==> src/rtl/dipa_pkg.sv <==
// Shared types and constants for the dotted IPv4 address parser.
`timescale 1ns / 1ps
`default_nettype none

package dipa_pkg;

    typedef struct packed {
        logic [7:0] char_code;
        logic       start_req;
    } item_t;

    typedef struct packed {
        logic [31:0] address;
        logic        ok;
    } result_t;

    typedef enum logic [3:0] {
        PH_DONE   = 4'b0001,
        PH_START  = 4'b0010,
        PH_ZERO   = 4'b0100,
        PH_DIGITS = 4'b1000
    } phase_t;

    typedef enum logic [1:0] {
        RX_DEC = 2'd0,
        RX_OCT = 2'd1,
        RX_HEX = 2'd2
    } radix_t;

    typedef struct packed {
        logic       is_digit;
        logic       is_hex_alpha;
        logic       is_x;
        logic       is_zero;
        logic       is_dot;
        logic       is_term;
        logic [3:0] nibble;
    } char_class_t;

    localparam logic [7:0] CH_NUL      = 8'h00;
    localparam logic [7:0] CH_TAB      = 8'h09;
    localparam logic [7:0] CH_CR       = 8'h0D;
    localparam logic [7:0] CH_SPACE    = 8'h20;
    localparam logic [7:0] CH_DOT      = 8'h2E;
    localparam logic [7:0] CH_0        = 8'h30;
    localparam logic [7:0] CH_9        = 8'h39;
    localparam logic [7:0] CH_UPPER_A  = 8'h41;
    localparam logic [7:0] CH_UPPER_F  = 8'h46;
    localparam logic [7:0] CH_UPPER_X  = 8'h58;
    localparam logic [7:0] CH_LOWER_A  = 8'h61;
    localparam logic [7:0] CH_LOWER_F  = 8'h66;
    localparam logic [7:0] CH_LOWER_X  = 8'h78;
    localparam logic [3:0] ALPHA_BIAS  = 4'd9;

    localparam int         NUM_PARTS   = 4;
    localparam logic [2:0] MAX_PARTS   = 3'd4;
    localparam logic [31:0] ALL_ONES   = 32'hFFFF_FFFF;

endpackage

`default_nettype wire

==> src/rtl/dipa_classify.sv <==
// Character classifier: digit, hex letter, prefix, dot and terminator decode.
`timescale 1ns / 1ps
`default_nettype none

module dipa_classify
(
    input  wire logic [7:0]           char_code,
    output dipa_pkg::char_class_t     cls
);

    always_comb
    begin
        cls.is_digit     = (char_code >= dipa_pkg::CH_0) && (char_code <= dipa_pkg::CH_9);
        cls.is_hex_alpha = ((char_code >= dipa_pkg::CH_LOWER_A) &&
                            (char_code <= dipa_pkg::CH_LOWER_F)) ||
                           ((char_code >= dipa_pkg::CH_UPPER_A) &&
                            (char_code <= dipa_pkg::CH_UPPER_F));
        cls.is_x         = (char_code == dipa_pkg::CH_LOWER_X) ||
                           (char_code == dipa_pkg::CH_UPPER_X);
        cls.is_zero      = (char_code == dipa_pkg::CH_0);
        cls.is_dot       = (char_code == dipa_pkg::CH_DOT);
        cls.is_term      = (char_code == dipa_pkg::CH_NUL) ||
                           (char_code == dipa_pkg::CH_SPACE) ||
                           ((char_code >= dipa_pkg::CH_TAB) && (char_code <= dipa_pkg::CH_CR));
        cls.nibble       = cls.is_digit ? char_code[3:0]
                                        : char_code[3:0] + dipa_pkg::ALPHA_BIAS;
    end

endmodule

`default_nettype wire

==> src/rtl/dipa_engine.sv <==
// Parse state, stored parts and per-character update with address assembly.
`timescale 1ns / 1ps
`default_nettype none

module dipa_engine
(
    input  wire logic                   clk,
    input  wire logic                   rst_n,
    input  wire logic                   step,
    input  wire logic                   start_req,
    input  wire dipa_pkg::char_class_t  cls,
    output logic                        res_valid,
    output dipa_pkg::result_t           res
);

    dipa_pkg::phase_t  phase_reg, phase_next;
    dipa_pkg::radix_t  radix_reg, radix_next;
    logic [31:0]       value_reg, value_next;
    logic [2:0]        count_reg, count_next;
    logic [31:0]       parts_reg [dipa_pkg::NUM_PARTS];

    dipa_pkg::phase_t  phase_eff;
    dipa_pkg::radix_t  radix_eff;
    logic [31:0]       value_eff;
    logic [2:0]        count_eff;
    logic              store_en;
    logic [31:0]       scaled;
    logic [31:0]       pv [dipa_pkg::NUM_PARTS];
    logic [31:0]       assembled;

    always_comb
    begin
        for (int i = 0; i < dipa_pkg::NUM_PARTS; i++)
        begin
            pv[i] = (count_eff[1:0] == i[1:0]) ? value_eff : parts_reg[i];
        end
        case (count_eff)
            3'd0:    assembled = pv[0];
            3'd1:    assembled = {pv[0][7:0], pv[1][23:0]};
            3'd2:    assembled = {pv[0][7:0], pv[1][7:0], pv[2][15:0]};
            default: assembled = {pv[0][7:0], pv[1][7:0], pv[2][7:0], pv[3][7:0]};
        endcase
    end

    always_comb
    begin
        logic cont;
        cont       = 1'b1;
        phase_eff  = start_req ? dipa_pkg::PH_START : phase_reg;
        radix_eff  = start_req ? dipa_pkg::RX_DEC : radix_reg;
        value_eff  = start_req ? 32'd0 : value_reg;
        count_eff  = start_req ? 3'd0 : count_reg;

        phase_next = phase_eff;
        radix_next = radix_eff;
        value_next = value_eff;
        count_next = count_eff;
        store_en   = 1'b0;
        res_valid  = 1'b0;
        res        = '{address: dipa_pkg::ALL_ONES, ok: 1'b0};
        scaled     = '0;

        case (phase_eff)
            dipa_pkg::PH_DONE:
            begin
                cont = 1'b0;
            end
            dipa_pkg::PH_START:
            begin
                if (cls.is_zero)
                begin
                    radix_next = dipa_pkg::RX_OCT;
                    phase_next = dipa_pkg::PH_ZERO;
                    cont       = 1'b0;
                end
                else if (cls.is_x)
                begin
                    radix_next = dipa_pkg::RX_HEX;
                    phase_next = dipa_pkg::PH_DIGITS;
                    cont       = 1'b0;
                end
                else
                begin
                    phase_next = dipa_pkg::PH_DIGITS;
                end
            end
            dipa_pkg::PH_ZERO:
            begin
                phase_next = dipa_pkg::PH_DIGITS;
                if (cls.is_x)
                begin
                    radix_next = dipa_pkg::RX_HEX;
                    cont       = 1'b0;
                end
            end
            default:
            begin
                cont = 1'b1;
            end
        endcase

        case (radix_next)
            dipa_pkg::RX_OCT: scaled = {value_eff[28:0], 3'b000};
            dipa_pkg::RX_HEX: scaled = {value_eff[27:0], 4'b0000};
            default:          scaled = {value_eff[28:0], 3'b000} + {value_eff[30:0], 1'b0};
        endcase

        if (cont)
        begin
            if (cls.is_digit || (cls.is_hex_alpha && (radix_next == dipa_pkg::RX_HEX)))
            begin
                value_next = scaled + {28'd0, cls.nibble};
            end
            else if (cls.is_dot && (count_eff < dipa_pkg::MAX_PARTS))
            begin
                store_en   = 1'b1;
                count_next = count_eff + 3'd1;
                value_next = 32'd0;
                radix_next = dipa_pkg::RX_DEC;
                phase_next = dipa_pkg::PH_START;
            end
            else if (cls.is_term && (count_eff < dipa_pkg::MAX_PARTS))
            begin
                store_en    = 1'b1;
                count_next  = count_eff + 3'd1;
                phase_next  = dipa_pkg::PH_DONE;
                res_valid   = 1'b1;
                res.address = assembled;
                res.ok      = 1'b1;
            end
            else
            begin
                phase_next = dipa_pkg::PH_DONE;
                res_valid  = 1'b1;
            end
        end

        if (!step)
        begin
            res_valid = 1'b0;
            store_en  = 1'b0;
        end
    end

    always_ff @(posedge clk or negedge rst_n)
    begin
        if (!rst_n)
        begin
            phase_reg <= dipa_pkg::PH_DONE;
            radix_reg <= dipa_pkg::RX_DEC;
            value_reg <= 32'd0;
            count_reg <= 3'd0;
        end
        else if (step)
        begin
            phase_reg <= phase_next;
            radix_reg <= radix_next;
            value_reg <= value_next;
            count_reg <= count_next;
        end
    end

    always_ff @(posedge clk)
    begin
        if (store_en)
        begin
            parts_reg[count_eff[1:0]] <= value_eff;
        end
    end

endmodule

`default_nettype wire

==> src/rtl/dotted_ipv4_address_parser_core.sv <==
// Top level of the dotted IPv4 address parser.
// Takes one character per cycle while the result is not stalled and transfers
// one result per parse, when the text ends or an invalid character arrives;
// each character passes an input register, one parse-state update and a result
// register, and the sustained rate is one character per cycle while the output
// is not stalled, set by the combinational update of the part value
// (shift-and-add by 8, 10 or 16).
// Characters seen while no parse is open are dropped; start_req opens a new parse.
`timescale 1ns / 1ps
`default_nettype none

module dotted_ipv4_address_parser_core
(
    input  wire logic               clk,
    input  wire logic               rst_n,
    input  wire logic               item_valid,
    output logic                    item_stall,
    input  wire dipa_pkg::item_t    item,
    output logic                    result_valid,
    input  wire logic               result_stall,
    output dipa_pkg::result_t       result
);

    logic                  hold_valid_reg;
    dipa_pkg::item_t       hold_reg;
    logic                  out_valid_reg;
    dipa_pkg::result_t     out_reg;
    logic                  advance;
    dipa_pkg::char_class_t cls;
    logic                  res_valid;
    dipa_pkg::result_t     res;

    assign advance      = hold_valid_reg && (!out_valid_reg || !result_stall);
    assign item_stall   = hold_valid_reg && !advance;
    assign result_valid = out_valid_reg;
    assign result       = out_reg;

    dipa_classify u_classify
    (
        .char_code (hold_reg.char_code),
        .cls       (cls)
    );

    dipa_engine u_engine
    (
        .clk       (clk),
        .rst_n     (rst_n),
        .step      (advance),
        .start_req (hold_reg.start_req),
        .cls       (cls),
        .res_valid (res_valid),
        .res       (res)
    );

    always_ff @(posedge clk or negedge rst_n)
    begin
        if (!rst_n)
        begin
            hold_valid_reg <= 1'b0;
            out_valid_reg  <= 1'b0;
        end
        else
        begin
            if (item_valid && !item_stall)
            begin
                hold_valid_reg <= 1'b1;
            end
            else if (advance)
            begin
                hold_valid_reg <= 1'b0;
            end

            if (res_valid)
            begin
                out_valid_reg <= 1'b1;
            end
            else if (!result_stall)
            begin
                out_valid_reg <= 1'b0;
            end
        end
    end

    always_ff @(posedge clk)
    begin
        if (item_valid && !item_stall)
        begin
            hold_reg <= item;
        end
        if (res_valid)
        begin
            out_reg <= res;
        end
    end

endmodule

`default_nettype wire

==> config.mk <==
export PLATFORM = sky130hd
export DESIGN_NAME = dotted_ipv4_address_parser_core
export DESIGN_NICKNAME = d
export VERILOG_FILES = /design/src/rtl/dipa_pkg.sv /design/src/rtl/dipa_classify.sv /design/src/rtl/dipa_engine.sv /design/src/rtl/dotted_ipv4_address_parser_core.sv
export SDC_FILE = /design/constraint.sdc
export NUM_CORES = 1
export LEC_CHECK = 0
export BUFFER_PORTS_ARGS = -buffer_cell sky130_fd_sc_hd__buf_4
export CAP_MARGIN = 20
export CORE_AREA = 3 3 199 201
export DETAILED_ROUTE_END_ITERATION = 12
export DIE_AREA = 0 0 202 204
export HOLD_SLACK_MARGIN = 0.12
export SKIP_CTS_REPAIR_TIMING = 1
export SLEW_MARGIN = 20
export SYNTH_ARGS = -nofsm -noshare
export SYNTH_HDL_FRONTEND = slang
export SYNTH_SLANG_ARGS = --single-unit
==> constraint.sdc <==
create_clock -name clk -period 15.8 [get_ports clk]
set_input_delay 0 -clock clk [delete_from_list [all_inputs] [get_ports clk]]
set_output_delay 0 -clock clk [all_outputs]
set_load 0.005 [all_outputs]
=== Yosys cells after proc, flatten, opt, wreduce, memory -nomap -nowiden ===
Memory sizes are Yosys's and may differ from the RTL's.
Cells that the tools add are included.

* Flip-flop bits (word level): 85
* Bits in latches: 0
* Bits in writable memories: 128
* Bits in read-only memories: 0
* Input bits: 13
* Output and inout port bits: 35
* Memories: 1

* Add/subtract/negate cells: 4
* $mul: 0
* Div/mod/pow operators: 0
* Magnitude comparators: 9
* Eq/ne operators: 16
* Shifts and indexed selects: 0
* Muxes and demuxes: 48
* Bitwise logic cells: 2
* Reductions and logical operators: 26

{| class="wikitable"
|+ Memories
! name !! words !! bits a word !! read ports !! clocked after memory_dff !! wr ports !! RTL line !! source
|-
| u_engine.parts_reg || 4 || 32 || 4 || 0 || 1 || dipa_engine.sv:20 || <nowiki>logic [31:0] parts_reg [dipa_pkg::NUM_PARTS];</nowiki>
|}

{| class="wikitable"
|+ Operators with widths
! operator !! count
|-
| $mux W32 || 5
|-
| $pmux W32 S3 || 1
|-
| $pmux W32 S2 || 1
|-
| $add A32 B32 Y32 || 1
|-
| $add A32 B4 Y32 || 1
|-
| $eq A8 B6 Y1 const B || 3
|-
| $mux W24 || 1
|-
| $mux W4 || 5
|-
| $mux W1 || 18
|-
| $eq A8 B7 Y1 const B || 2
|-
| $ge A8 B7 Y1 const B || 2
|-
| $le A8 B7 Y1 const B || 2
|-
| $mux W16 || 1
|-
| $mux W3 || 5
|-
| $mux W2 || 7
|-
| $logic_and A1 B1 Y1 || 10
|-
| $ge A8 B4 Y1 const B || 1
|-
| $ge A8 B6 Y1 const B || 1
|-
| $le A8 B4 Y1 const B || 1
|-
| $le A8 B6 Y1 const B || 1
|-
| $logic_not A8 Y1 || 1
|-
| $mux W8 || 1
|-
| $pmux W4 S2 || 1
|-
| $eq A2 B2 Y1 const B || 3
|-
| other kinds (20) || 30
|}

=== Depth between registers and ports, before layout ===
Gate-level depths: netlist of the first run.

* Depth in word-level cells: 13
* Mapped depth: 29
* Depth with buffers taken out: 21

=== Cells and area by module ===
Synthesis of the first run repeated with hierarchy kept, for this count alone.

* Cell total of the unflattened synthesis: 1070
* Area total of the unflattened synthesis: 9302.7 um^2

{| class="wikitable"
|+ By module, submodules not included
! module !! times used !! cells an instance !! area each (um^2)
|-
| dipa_engine || 1 || 981 || 7639.8
|-
| dotted_ipv4_address_parser_core || 1 || 50 || 1353.8
|-
| dipa_classify || 1 || 39 || 309.0
|}

=== Worst setup path after synthesis of the first run ===
OpenSTA, ideal clock, no wires.

* Path type: reg2reg
* From: reg hold_reg[0] (netlist bit)
* To: reg u_engine.value_reg[25]
* Arrival: 6337 ps
* Path slack: 9336 ps
* Cell stages (with the launch flop): 27
* Clock period less this slack: 6464 ps
* Cell sequence: edfxtp_1 -> buf_6 -> buf_8 -> buf_8 -> clkbuf_1 -> buf_1 -> nor2_1 -> or4_1 -> nor2_1 -> a31oi_1 -> ha_1 -> clkbuf_1 -> clkbuf_1 -> clkbuf_1 -> buf_2 -> buf_2 -> buf_1 -> nand2_1 -> fa_1 -> inv_1 -> a21oi_1 -> or2_2 -> nor3_1 -> and2_1 -> nand4_2 -> or3_1 -> a221o_1

* Word-level cells in the longest chain between the ends: 9
* Elaborated cells on any way between the ends: 23
* Classes of those cells: 2 x add/sub; 1 x order compare; 5 x eq/ne; 12 x mux; 3 x reduce/logical

{| class="wikitable"
|+ Ends and longest elaborated chain
! element !! RTL line !! source
|-
| start: declaration || dotted_ipv4_address_parser_core.sv:25 || <nowiki>dipa_pkg::item_t hold_reg;</nowiki>
|-
| start signal: assignment || dotted_ipv4_address_parser_core.sv:88 || <nowiki>hold_reg <= item;</nowiki>
|-
| parallel branches: the longest is 8 deep, another holds $add A32 B32 Y32 || n/a ||
|-
| $mux W32 * || dipa_engine.sv:108 || <nowiki>if (cont)</nowiki>
|-
| end signal: assignment || dipa_engine.sv:158 || <nowiki>value_reg <= value_next;</nowiki>
|-
| end: declaration || dipa_engine.sv:18 || <nowiki>logic [31:0] value_reg, value_next;</nowiki>
|}

Mark *: on every way between the ends.
A chain may end at the register's enable or synchronous reset.

=== Worst setup path after layout of the first run ===
Ends and elaborated chain as after synthesis.

==> results of run 1 <==
layout by cell type, fill, tap and decap left out, types with 21 or more instances in the layout:
master and instances:
mux2i_1 24, buf_4 56, o21ai_0 60, nor2b_1 25
nand2_1 119, nor3_1 30, nor2_1 75, edfxtp_1 74
inv_1 44, xnor2_1 21, ha_1 28, a21oi_1 61
nand3_1 29, dfrtp_1 42, o211ai_1 27
per-stage QoR:
| step | util (%) | power (W) |
|---|---|---|
| finish | 27.9 | 0.000893 |
| floorplan | - | 0.000436 |
| CTS | 27.6 | 0.000891 |
| global placement | 25.9 | 0.000470 |
| global route | 27.9 | 0.000924 |
| detailed placement | 25.9 | 0.000473 |
worst register-to-register path, cell delays in order, from the launching register on:
cell and delay (ps):
edfxtp_1 320, buf_4 550, nor2_1 210, or3_1 330, or3_1 360, nand2_1 120
inv_1 70, ha_2 310, buf_4 550, inv_1 560, nor2_1 260, ha_1 200
inv_1 60, fa_1 410, inv_1 70, a21oi_1 80, or2_2 350, nor3_1 350
and2_1 310, nand4_2 250, or3_1 380, a221o_1 290
final cells by class:
class / instances / area [sq um]
clock buffers: 17 / 425
clock inverters: 15 / 195
fillers: 4004 / 27200
inverters: 44 / 165
multi-input cells: 809 / 5260
flip-flops and latches: 117 / 3300
well taps: 511 / 639
repair buffers: 69 / 551
cell families after synthesis:
family | after synthesis | share of synthesized area (%)
AOI/OAI and AO/OA | 323 | 25.3
xor gates and xnor gates | 38 | 3.67
adders and majority gates | 33 | 4.57
buffers and inverters | 116 | 5.69
DFF | 117 | 36.4
muxes | 26 | 2.94
and+or+nand+nor | 389 | 21.5
how the worst max path moves through the flow:
stage / from / to / slack, ps / cells after the start
3_3_place_gp: hold_reg[0] / u_engine.value_reg[25] / 9540 / 21
6_report: hold_reg[0] / u_engine.value_reg[25] / 9310 / 21
3_5_place_dp: hold_reg[0] / u_engine.value_reg[25] / 9390 / 21
4_1_cts: hold_reg[0] / u_engine.value_reg[25] / 9350 / 21
5_1_grt: hold_reg[0] / u_engine.value_reg[25] / 8840 / 21
2_1_floorplan: hold_reg[0] / u_engine.value_reg[25] / 9340 / 26
per-layer routing:
layer,global-route usage [%],share of wire (%),vias to the layer above
met5,0,0,-
li1,-,-,3949
met3,3.01,8.4,33
met2,20.3,44,363
met1,19.2,46,4005
met4,3.94,1.8,0
power groups by stage:
stage | combinational, W | sequential (W) | clock (W)
3_3_place_gp | 0.000106 | 0.000365 | 0
3_5_place_dp | 0.000108 | 0.000365 | 0
5_1_grt | 0.000123 | 0.000362 | 0.000439
2_1_floorplan | 0.0000762 | 0.000359 | 0
6_report | 0.000110 | 0.000359 | 0.000424
4_1_cts | 0.000108 | 0.000359 | 0.000424
==> impl_metrics.tcl, run 1 <==
set metrics [dict create \
    synthFlopType "edfxtp_1" \
    maximum_number_of_pins_on_one_net_before_global_route_repair 68 \
    p_clk_share_pct 47.4 \
    first_global_vias 7803 \
    io_pins 48 \
    finalWorstPathRequiredPeriod_ps 6490 \
    total_number_of_h_tree_levels 4 \
    postPlaceCellArea_sq_um 9780 \
    root_buffer "clkbuf_16" \
    portBuffers 47 \
    ir_drop_mv 0.0721 \
    critPathMaxFanout 67 \
    outcome "completed" \
    worst_pin_slew_ps 1000 \
    post_layout_nets 1101 \
    rsz0062_at_grt "false" \
    synthesis.yosys.warnings 0 \
    dp_worst_setup_slack_ps 9390 \
    place.gp.congestion 0.894 \
    power.switching_w 0.000258 \
    placed_cells_incl_taps 1537 \
    holdWs_ps 154 \
    synth_nets 1085 \
    worst_path_dominant_cell_family "simple AND/OR/NAND/NOR gates" \
    area_delta_synth_final_pct 16.2 \
    worst_path_most_repeated_cell "inv_1" \
    finalClockSkew_ps 9.58 \
    first_pass_grt_wire_length_mm 44.3 \
    number_of_cells_produced_by_synthesis 1042 \
    initial_utilization_pct 24.0 \
    detail_route.wl_per_cell_um 17.4 \
    viasPerCell 5.28 \
    power_per_standard_cell_area_nw_per_um2 84.8 \
    core.rowCount 71 \
    crit-reg2reg-capture "u_engine.value_reg[25]" \
    yosys_register_bits 117 \
    cts_tree "yes" \
    regToRegSetupSlack_ps 9310 \
    worstSkewPairLatency_ps 430 \
    ys_async_sr_fraction_pct 36.8 \
    synth_top_cells_by_area "edfxtp_1 25%, dfrtp_1 12%, nand2_1 4.9%" \
    ctsLongestPathBuffers 2 \
    setup_violations_final 0 \
    netlist_top_cells_count "119 x nand2_1, 75 x nor2_1, 74 x edfxtp_1" \
    dp_hpwl_mm 19.6 \
    layout.cells.non_filler 1582 \
    worstPathCellList "buf_4 > nor2_1 > or3_1 > or3_1 > nand2_1 > inv_1 > ha_2 > buf_4 > inv_1 > nor2_1 > ha_1 > inv_1 > fa_1 > inv_1 > a21oi_1 > or2_2 > nor3_1 > and2_1 > nand4_2 > or3_1 > a221o_1" \
    fp.dieArea_sq_um 41200 \
    setup_total_negative_slack_ps 0 \
    power_frac_seq_pct 40.3 \
    final_hold_viol_count 0 \
    floorplan.core_area_sq_um 37800 \
    ff2ff_path_depth 21 \
    number_of_flip_flops_in_the_largest_register 33 \
    design_area_sq_um 10500 \
    fin_crit_sh_pct 41.1 \
    combPwrFrac_pct 12.3 \
    critPathSlowestCell "buf_4" \
    tritoncts_num_sinks 117 \
    diodes 0 \
    max_clock_freq_mhz 154 \
    total_leakage_power_nw 3.82 \
    die_w_um 202 \
    cts.reportedPaths.clkPinSlew_ps 70 \
    number_of_antenna_violations_at_the_first_check_in_global_routing 0 \
    overflow 0 \
    drive_above_1_share_pct 11.8 \
    vias 8350 \
    critPathLaunchType "flip-flop" \
    synth.yosys.seq_area_share_pct 36.4 \
    synth.distinct_cells 92 \
    critPathMaxStageDelay_ps 550 \
    holdCritPathClass "in2async" \
    postRouteWirelength_mm 27.5 \
    p_int_w 0.000635 \
    crit_path_buffers_inverters 6 \
    critPathArrivalTime_ps 6820 \
    worst_ep_required_time_ps 16120 \
    syn_area_sq_um 9060 \
    timing.final.ws_setup_ps 9310 \
    synth_most_common_cell "nand2_1" \
    switching_share_pct 28.8 \
    die_h_um 204 \
    max_cap_violations 0 \
    worstSetupEndpointType "flip-flop" \
    slew_violations 0 \
    synthesis.area_per_instance_sq_um 8.70 \
    gr-usage-all-layers_pct 13.4 \
    drt_first_iter_violations 724 \
    critical_path.reg2reg.startpoint "hold_reg[0]" \
    residual_drc 0 \
    timing.setup.critical_path_class "reg2reg" \
    yosysTopAreaCellShare_pct 24.5 \
    post-synth-top-area-cell "edfxtp_1" \
    slew-limit-headroom_pct 32.8 \
    post_synth_edffs 74 \
    firstDrtPassIters 6 \
    ant_nets 0 \
    cts-buffers-inserted 17 \
]
Power figures use the tool's default switching activity.
==> run 2, diff against run 1 <==
Settings changed: ABC_AREA from default to 1, CORE_AREA 3 3 199 201 to 3 3 204 206, DIE_AREA 0 0 202 204 to 0 0 207 209.
Clock period 15.8 ns to 6.8 ns, I/O delays scaled along.
==> run 2 against run 1 <==
Cell count rose by 25%. Critical endpoint unchanged. Core utilization is 0.34 points higher. Global-route usage is 0.77 points higher. Count of clock-buffer cells in the layout rose by 2. Sequential share of layout area shrank 2.0 points.
==> impl_metrics.tcl, run 2 <==
set metrics [dict create \
    outcome "completed" \
    portBuffers 47 \
    cts-buffers-inserted 17 \
    n_fill_cell 4368 \
    yosysTopAreaCellShare_pct 23.2 \
    drt_first_iter_violations 787 \
    final_hold_viol_count 0 \
    crit-reg2reg-capture "u_engine.value_reg[25]" \
    io_pins 48 \
    timing.setup.critical_path_class "reg2reg" \
    viasPerCell 4.86 \
    ctsLongestPathBuffers 2 \
    number_of_cells_produced_by_synthesis 1395 \
    dp_worst_setup_slack_ps 1980 \
    slew_violations 0 \
    worstSkewPairLatency_ps 420 \
    floorplan.core_area_sq_um 39800 \
    worstSetupEndpointType "flip-flop" \
    tritoncts_num_sinks 117 \
    maximum_number_of_pins_on_one_net_before_global_route_repair 47 \
    power_per_standard_cell_area_nw_per_um2 334 \
    fp.dieArea_sq_um 43300 \
    ant_nets 0 \
    total_number_of_h_tree_levels 4 \
    first_pass_grt_wire_length_mm 49.5 \
    yosys_register_bits 117 \
    firstDrtPassIters 5 \
    critPathMaxFanout 30 \
    max_clock_freq_mhz 203 \
    diodes 0 \
    critPathSlowestCell "edfxtp_1" \
    synthesis.area_per_instance_sq_um 6.86 \
    gr-usage-all-layers_pct 14.2 \
    synth_nets 1438 \
    holdCritPathClass "in2async" \
    ir_drop_mv 0.212 \
    dp_hpwl_mm 24.0 \
    ff2ff_path_depth 31 \
    ys_async_sr_fraction_pct 36.8 \
    worst_path_most_repeated_cell "nand2_1" \
    post_synth_edffs 74 \
    die_h_um 209 \
    synth.yosys.seq_area_share_pct 34.5 \
    core.rowCount 73 \
    initial_utilization_pct 24.0 \
    post-synth-top-area-cell "edfxtp_1" \
    root_buffer "clkbuf_16" \
    worst_ep_required_time_ps 7110 \
    first_global_vias 9011 \
    drive_above_1_share_pct 13.4 \
    vias 9640 \
    critPathLaunchType "flip-flop" \
    cts.reportedPaths.clkPinSlew_ps 70 \
    total_power_w 0.00375 \
    synth_top_cells_by_area "edfxtp_1 23%, nand2_1 17%, dfrtp_1 11%" \
    postRouteWirelength_mm 31.8 \
    residual_drc 0 \
    regToRegSetupSlack_ps 1870 \
    rsz0062_at_grt "false" \
    max_cap_violations 0 \
    syn_area_sq_um 9580 \
    post_layout_nets 1489 \
    die_w_um 207 \
    setup_total_negative_slack_ps 0 \
    synthFlopType "edfxtp_1" \
    critPathArrivalTime_ps 5240 \
    critPathMaxStageDelay_ps 470 \
    total_leakage_power_nw 4.89 \
    cts_tree "yes" \
    critical_path.reg2reg.startpoint "hold_reg[0]" \
    holdWs_ps 155 \
    placed_cells_incl_taps 1938 \
    area_delta_synth_final_pct 17.4 \
    worst_pin_slew_ps 938 \
    most_common_library_cell_in_the_layout_ignoring_fill_and_taps "nand2_1" \
    fin_crit_sh_pct 72.5 \
    timing.final.ws_setup_ps 1870 \
    overflow 0 \
    final_cell_mix "429 x nand2_1, 169 x inv_1, 108 x nor2_1" \
    synth.distinct_cells 45 \
    slew-limit-headroom_pct 37.3 \
    synth_most_common_cell "nand2_1" \
    netlist_top_cells_count "429 x nand2_1, 169 x inv_1, 111 x nor2_1" \
    layout.cells.non_filler 1984 \
    place.gp.congestion 0.927 \
    setup_violations_final 0 \
    detail_route.wl_per_cell_um 16.0 \
    number_of_flip_flops_in_the_largest_register 33 \
    number_of_antenna_violations_at_the_first_check_in_global_routing 0 \
    synthesis.yosys.warnings 0 \
    finalWorstPathRequiredPeriod_ps 4930 \
    finalClockSkew_ps 12.7 \
]
==> run 2: per-stage QoR <==
step / util [%] / area, sq um
after global routing: 28.2 / 11200
final: 28.2 / 11200
after CTS: 27.9 / 11100
after detailed placement: 26.3 / 10500
after floorplan: - / 9580
after global placement: 26.3 / 10500
==> run 2: layout make-up <==
cell class,count,area [sq um],share of cell area (%)
Inverter,195,734,6.53
Sequential cell,117,3300,29.3
Multi-Input combinational cell,1043,5370,47.7
Clock inverter,13,180,1.60
Tap cell,525,657,5.84
Clock buffer,19,433,3.85
Timing Repair Buffer,72,576,5.12
==> run 2: worst max path at each step <==
stage | startpoint | end | slack (ps) | cells past startpoint
2_1_floorplan | hold_reg[0] | result[0] | 1750 | 18
3_3_place_gp | hold_reg[0] | u_engine.value_reg[23] | 2140 | 31
3_5_place_dp | hold_reg[0] | u_engine.value_reg[27] | 1980 | 30
4_1_cts | hold_reg[0] | u_engine.value_reg[27] | 1960 | 30
5_1_grt | u_engine.phase_reg[2] | u_engine.value_reg[30] | 1210 | 31
6_report | hold_reg[0] | u_engine.value_reg[25] | 1870 | 31
==> run 2: power breakdown <==
part / internal (W) / switching (W) / total [W]
registers: 0.000908 / 0.0000945 / 0.00100
logic: 0.000504 / 0.00129 / 0.00180
clock network: 0.000612 / 0.000345 / 0.000957
total: 0.00202 / 0.00173 / 0.00375
==> run 2: worst max-delay path, delay by kind of cell, from the launching register on <==
kind            cells  cell delay (ps)
buf+inv             5              560
compound gates      8             1000
simple gates       16             2130
flops               1              470
fa+ha+maj           2              660
==> run 2: cells by family (layout without fill, tap and decap cells) <==
group | after synthesis | count (layout) | share of synthesized area [%]
fa+ha+maj | 30 | 30 | 4.00
buf+inv | 235 | 299 | 9.64
simple gates | 764 | 764 | 35.9
xor+xnor | 8 | 8 | 0.732
compound gates | 241 | 241 | 15.2
flops | 117 | 117 | 34.5
==> run 2: layer usage <==
layer / up-vias / share of wire (%) / wire, um / GRT usage (%)
met2: 331 / 47 / 14800 / 23.3
met1: 4525 / 45 / 14300 / 19.4
met5: - / 0 / 0 / 0
met4: 0 / 2.4 / 769 / 4.31
li1: 4739 / - / - / -
met3: 45 / 6.0 / 1910 / 2.10
==> run 3, diff against run 2 <==
Clock period 6.8 ns to 5.1 ns, I/O delays scaled along.
==> run 3 against run 2 <==
Sequential power rose by 34%. Critical path depth fell by 3. Cell count rose by 0.10%. Routed wire length fell by 0.82%. Combinational power rose by 33%. Setup slack got worse by 1400 ps. Register-to-register slack got worse by 1400 ps. Flip-flop and latch count did not move. Final area rose by 0.38%. Die area did not move. Core utilization rose by 0.11 points.
==> impl_metrics.tcl, run 3 (same netlist as run 2, synthesis figures left out) <==
set metrics [dict create \
    power_per_standard_cell_area_nw_per_um2 443 \
    vias 9627 \
    firstDrtPassIters 6 \
    critPathLaunchType "flip-flop" \
    viasPerCell 4.85 \
    worst_path_dominant_cell_family "simple AND/OR/NAND/NOR gates" \
    critPathSlowestCell "edfxtp_1" \
    total_leakage_power_nw 4.91 \
    drive_above_1_share_pct 13.8 \
    cts.reportedPaths.clkPinSlew_ps 60 \
    place.gp.congestion 0.936 \
    number_of_flip_flops_in_the_largest_register 33 \
    post_layout_nets 1491 \
    switching_share_pct 45.9 \
    core.rowCount 73 \
    die_h_um 209 \
    fp.dieArea_sq_um 43300 \
    root_buffer "clkbuf_16" \
    final_cell_mix "429 x nand2_1, 169 x inv_1, 108 x nor2_1" \
    total_number_of_h_tree_levels 4 \
    area_delta_synth_final_pct 17.9 \
    overflow 0 \
    regToRegSetupSlack_ps 500 \
    critPathMaxFanout 5 \
    worst_path_most_repeated_cell "nand2_1" \
    drt_first_iter_violations 1047 \
    postRouteWirelength_mm 31.5 \
    outcome "completed" \
    die_w_um 207 \
    power_frac_seq_pct 26.7 \
    critPathMaxStageDelay_ps 480 \
    timing.setup.critical_path_class "reg2reg" \
    max_clock_freq_mhz 217 \
    rsz0062_at_grt "false" \
    holdWs_ps 161 \
    layout.cells.non_filler 1986 \
    initial_utilization_pct 24.0 \
    ant_nets 0 \
    critical_path.reg2reg.startpoint "hold_reg[0]" \
    tritoncts_num_sinks 117 \
    portBuffers 47 \
    detail_route.wl_per_cell_um 15.9 \
    floorplan.core_area_sq_um 39800 \
    crit-reg2reg-capture "u_engine.value_reg[23]" \
    dp_hpwl_mm 24.0 \
    crit_path_buffers_inverters 3 \
    finalClockSkew_ps 15.6 \
    finalWorstPathRequiredPeriod_ps 4600 \
    number_of_antenna_violations_at_the_first_check_in_global_routing 0 \
    final_hold_viol_count 0 \
    first_global_vias 9142 \
    io_pins 48 \
    ff2ff_path_depth 28 \
    residual_drc 0 \
    most_common_library_cell_in_the_layout_ignoring_fill_and_taps "nand2_1" \
    power.switching_w 0.00230 \
    critPathArrivalTime_ps 4900 \
    setup_violations_final 0 \
    holdCritPathClass "in2async" \
    combPwrFrac_pct 48.0 \
    placed_cells_incl_taps 1940 \
    slew_violations 0 \
    maximum_number_of_pins_on_one_net_before_global_route_repair 47 \
    n_fill_cell 4358 \
    slew-limit-headroom_pct 37.1 \
    worst_ep_required_time_ps 5400 \
    cts_tree "yes" \
    worstSetupEndpointType "flip-flop" \
    setup_total_negative_slack_ps 0 \
    cts-buffers-inserted 17 \
    first_pass_grt_wire_length_mm 49.4 \
    p_clk_share_pct 25.2 \
    fin_crit_sh_pct 90.2 \
    worstSkewPairLatency_ps 420 \
    max_cap_violations 0 \
    p_int_w 0.00270 \
    gr-usage-all-layers_pct 14.1 \
    ctsLongestPathBuffers 2 \
    worst_pin_slew_ps 941 \
    ir_drop_mv 0.302 \
    diodes 0 \
]
==> run 3: cell count changes in the layout (fill, tap and decap cells not counted) <==
cell / change
a41oi_2: +1
nor3b_2: +1
a21oi_2: +1
a21oi_1: -1
buf_4: +2
clkinv_4: +2
a41oi_1: -1
nor3b_1: -1
nor3_1: -1
clkinvlp_4: -1
nor3_2: +1
inv_6: -1
nor2_4: +1
nor2_2: -1
==> run 3: per-stage QoR <==
stage               setup WS (ps)  cell area [sq um]  total power (W)  util (%)
CTS                           448              11100          0.00498      27.9
detailed placement            487              10500          0.00370      26.4
floorplan                    48.5               9580          0.00303         -
finish                        497              11300          0.00500      28.3
global placement              726              10500          0.00368      26.4
global route                 29.2              11300          0.00536      28.3
==> run 3: final cells by class <==
class / instances / area (sq um) / area share [%]
sequential: 117 / 3300 / 29.2
tap: 525 / 657 / 5.82
inverter: 195 / 734 / 6.51
clock buffer: 19 / 433 / 3.84
multi-input combinational: 1043 / 5390 / 47.8
timing repair buffer: 74 / 591 / 5.23
clock inverter: 13 / 181 / 1.61
==> run 3: worst max path at each step <==
stage	startpoint	end	slack (ps)	cells past startpoint
final	hold_reg[0]	u_engine.value_reg[23]	500	28
after floorplan	hold_reg[0]	result[0]	50	18
after global routing	hold_reg[0]	u_engine.value_reg[30]	30	30
after CTS	hold_reg[0]	u_engine.value_reg[23]	450	30
after detailed placement	hold_reg[0]	u_engine.value_reg[27]	490	29
after global placement	hold_reg[0]	u_engine.value_reg[31]	730	29
==> run 3: power groups by stage <==
stage | sequential [W] | clock, W | combinational, W
after floorplan | 0.00132 | 0 | 0.00171
after global placement | 0.00135 | 0 | 0.00233
after detailed placement | 0.00135 | 0 | 0.00235
after CTS | 0.00133 | 0.00128 | 0.00236
after global routing | 0.00135 | 0.00132 | 0.00268
final | 0.00134 | 0.00126 | 0.00240
==> run 3: worst register-to-register path: cells and delay by family (launching register included) <==
family,cells,cell delay (ps)
compound gates,5,740
flops,1,480
fa+ha+maj,3,900
simple gates,17,2130
buf+inv,3,250
==> run 3: layer usage <==
metal	vias up	routed length [um]	global-route usage (%)	share of wire [%]
li1	4747	-	-	-
met1	4496	14400	19.1	46
met2	334	14400	23.1	46
met3	50	1750	2.49	5.5
met4	0	872	4.31	2.8
met5	-	0	0	0
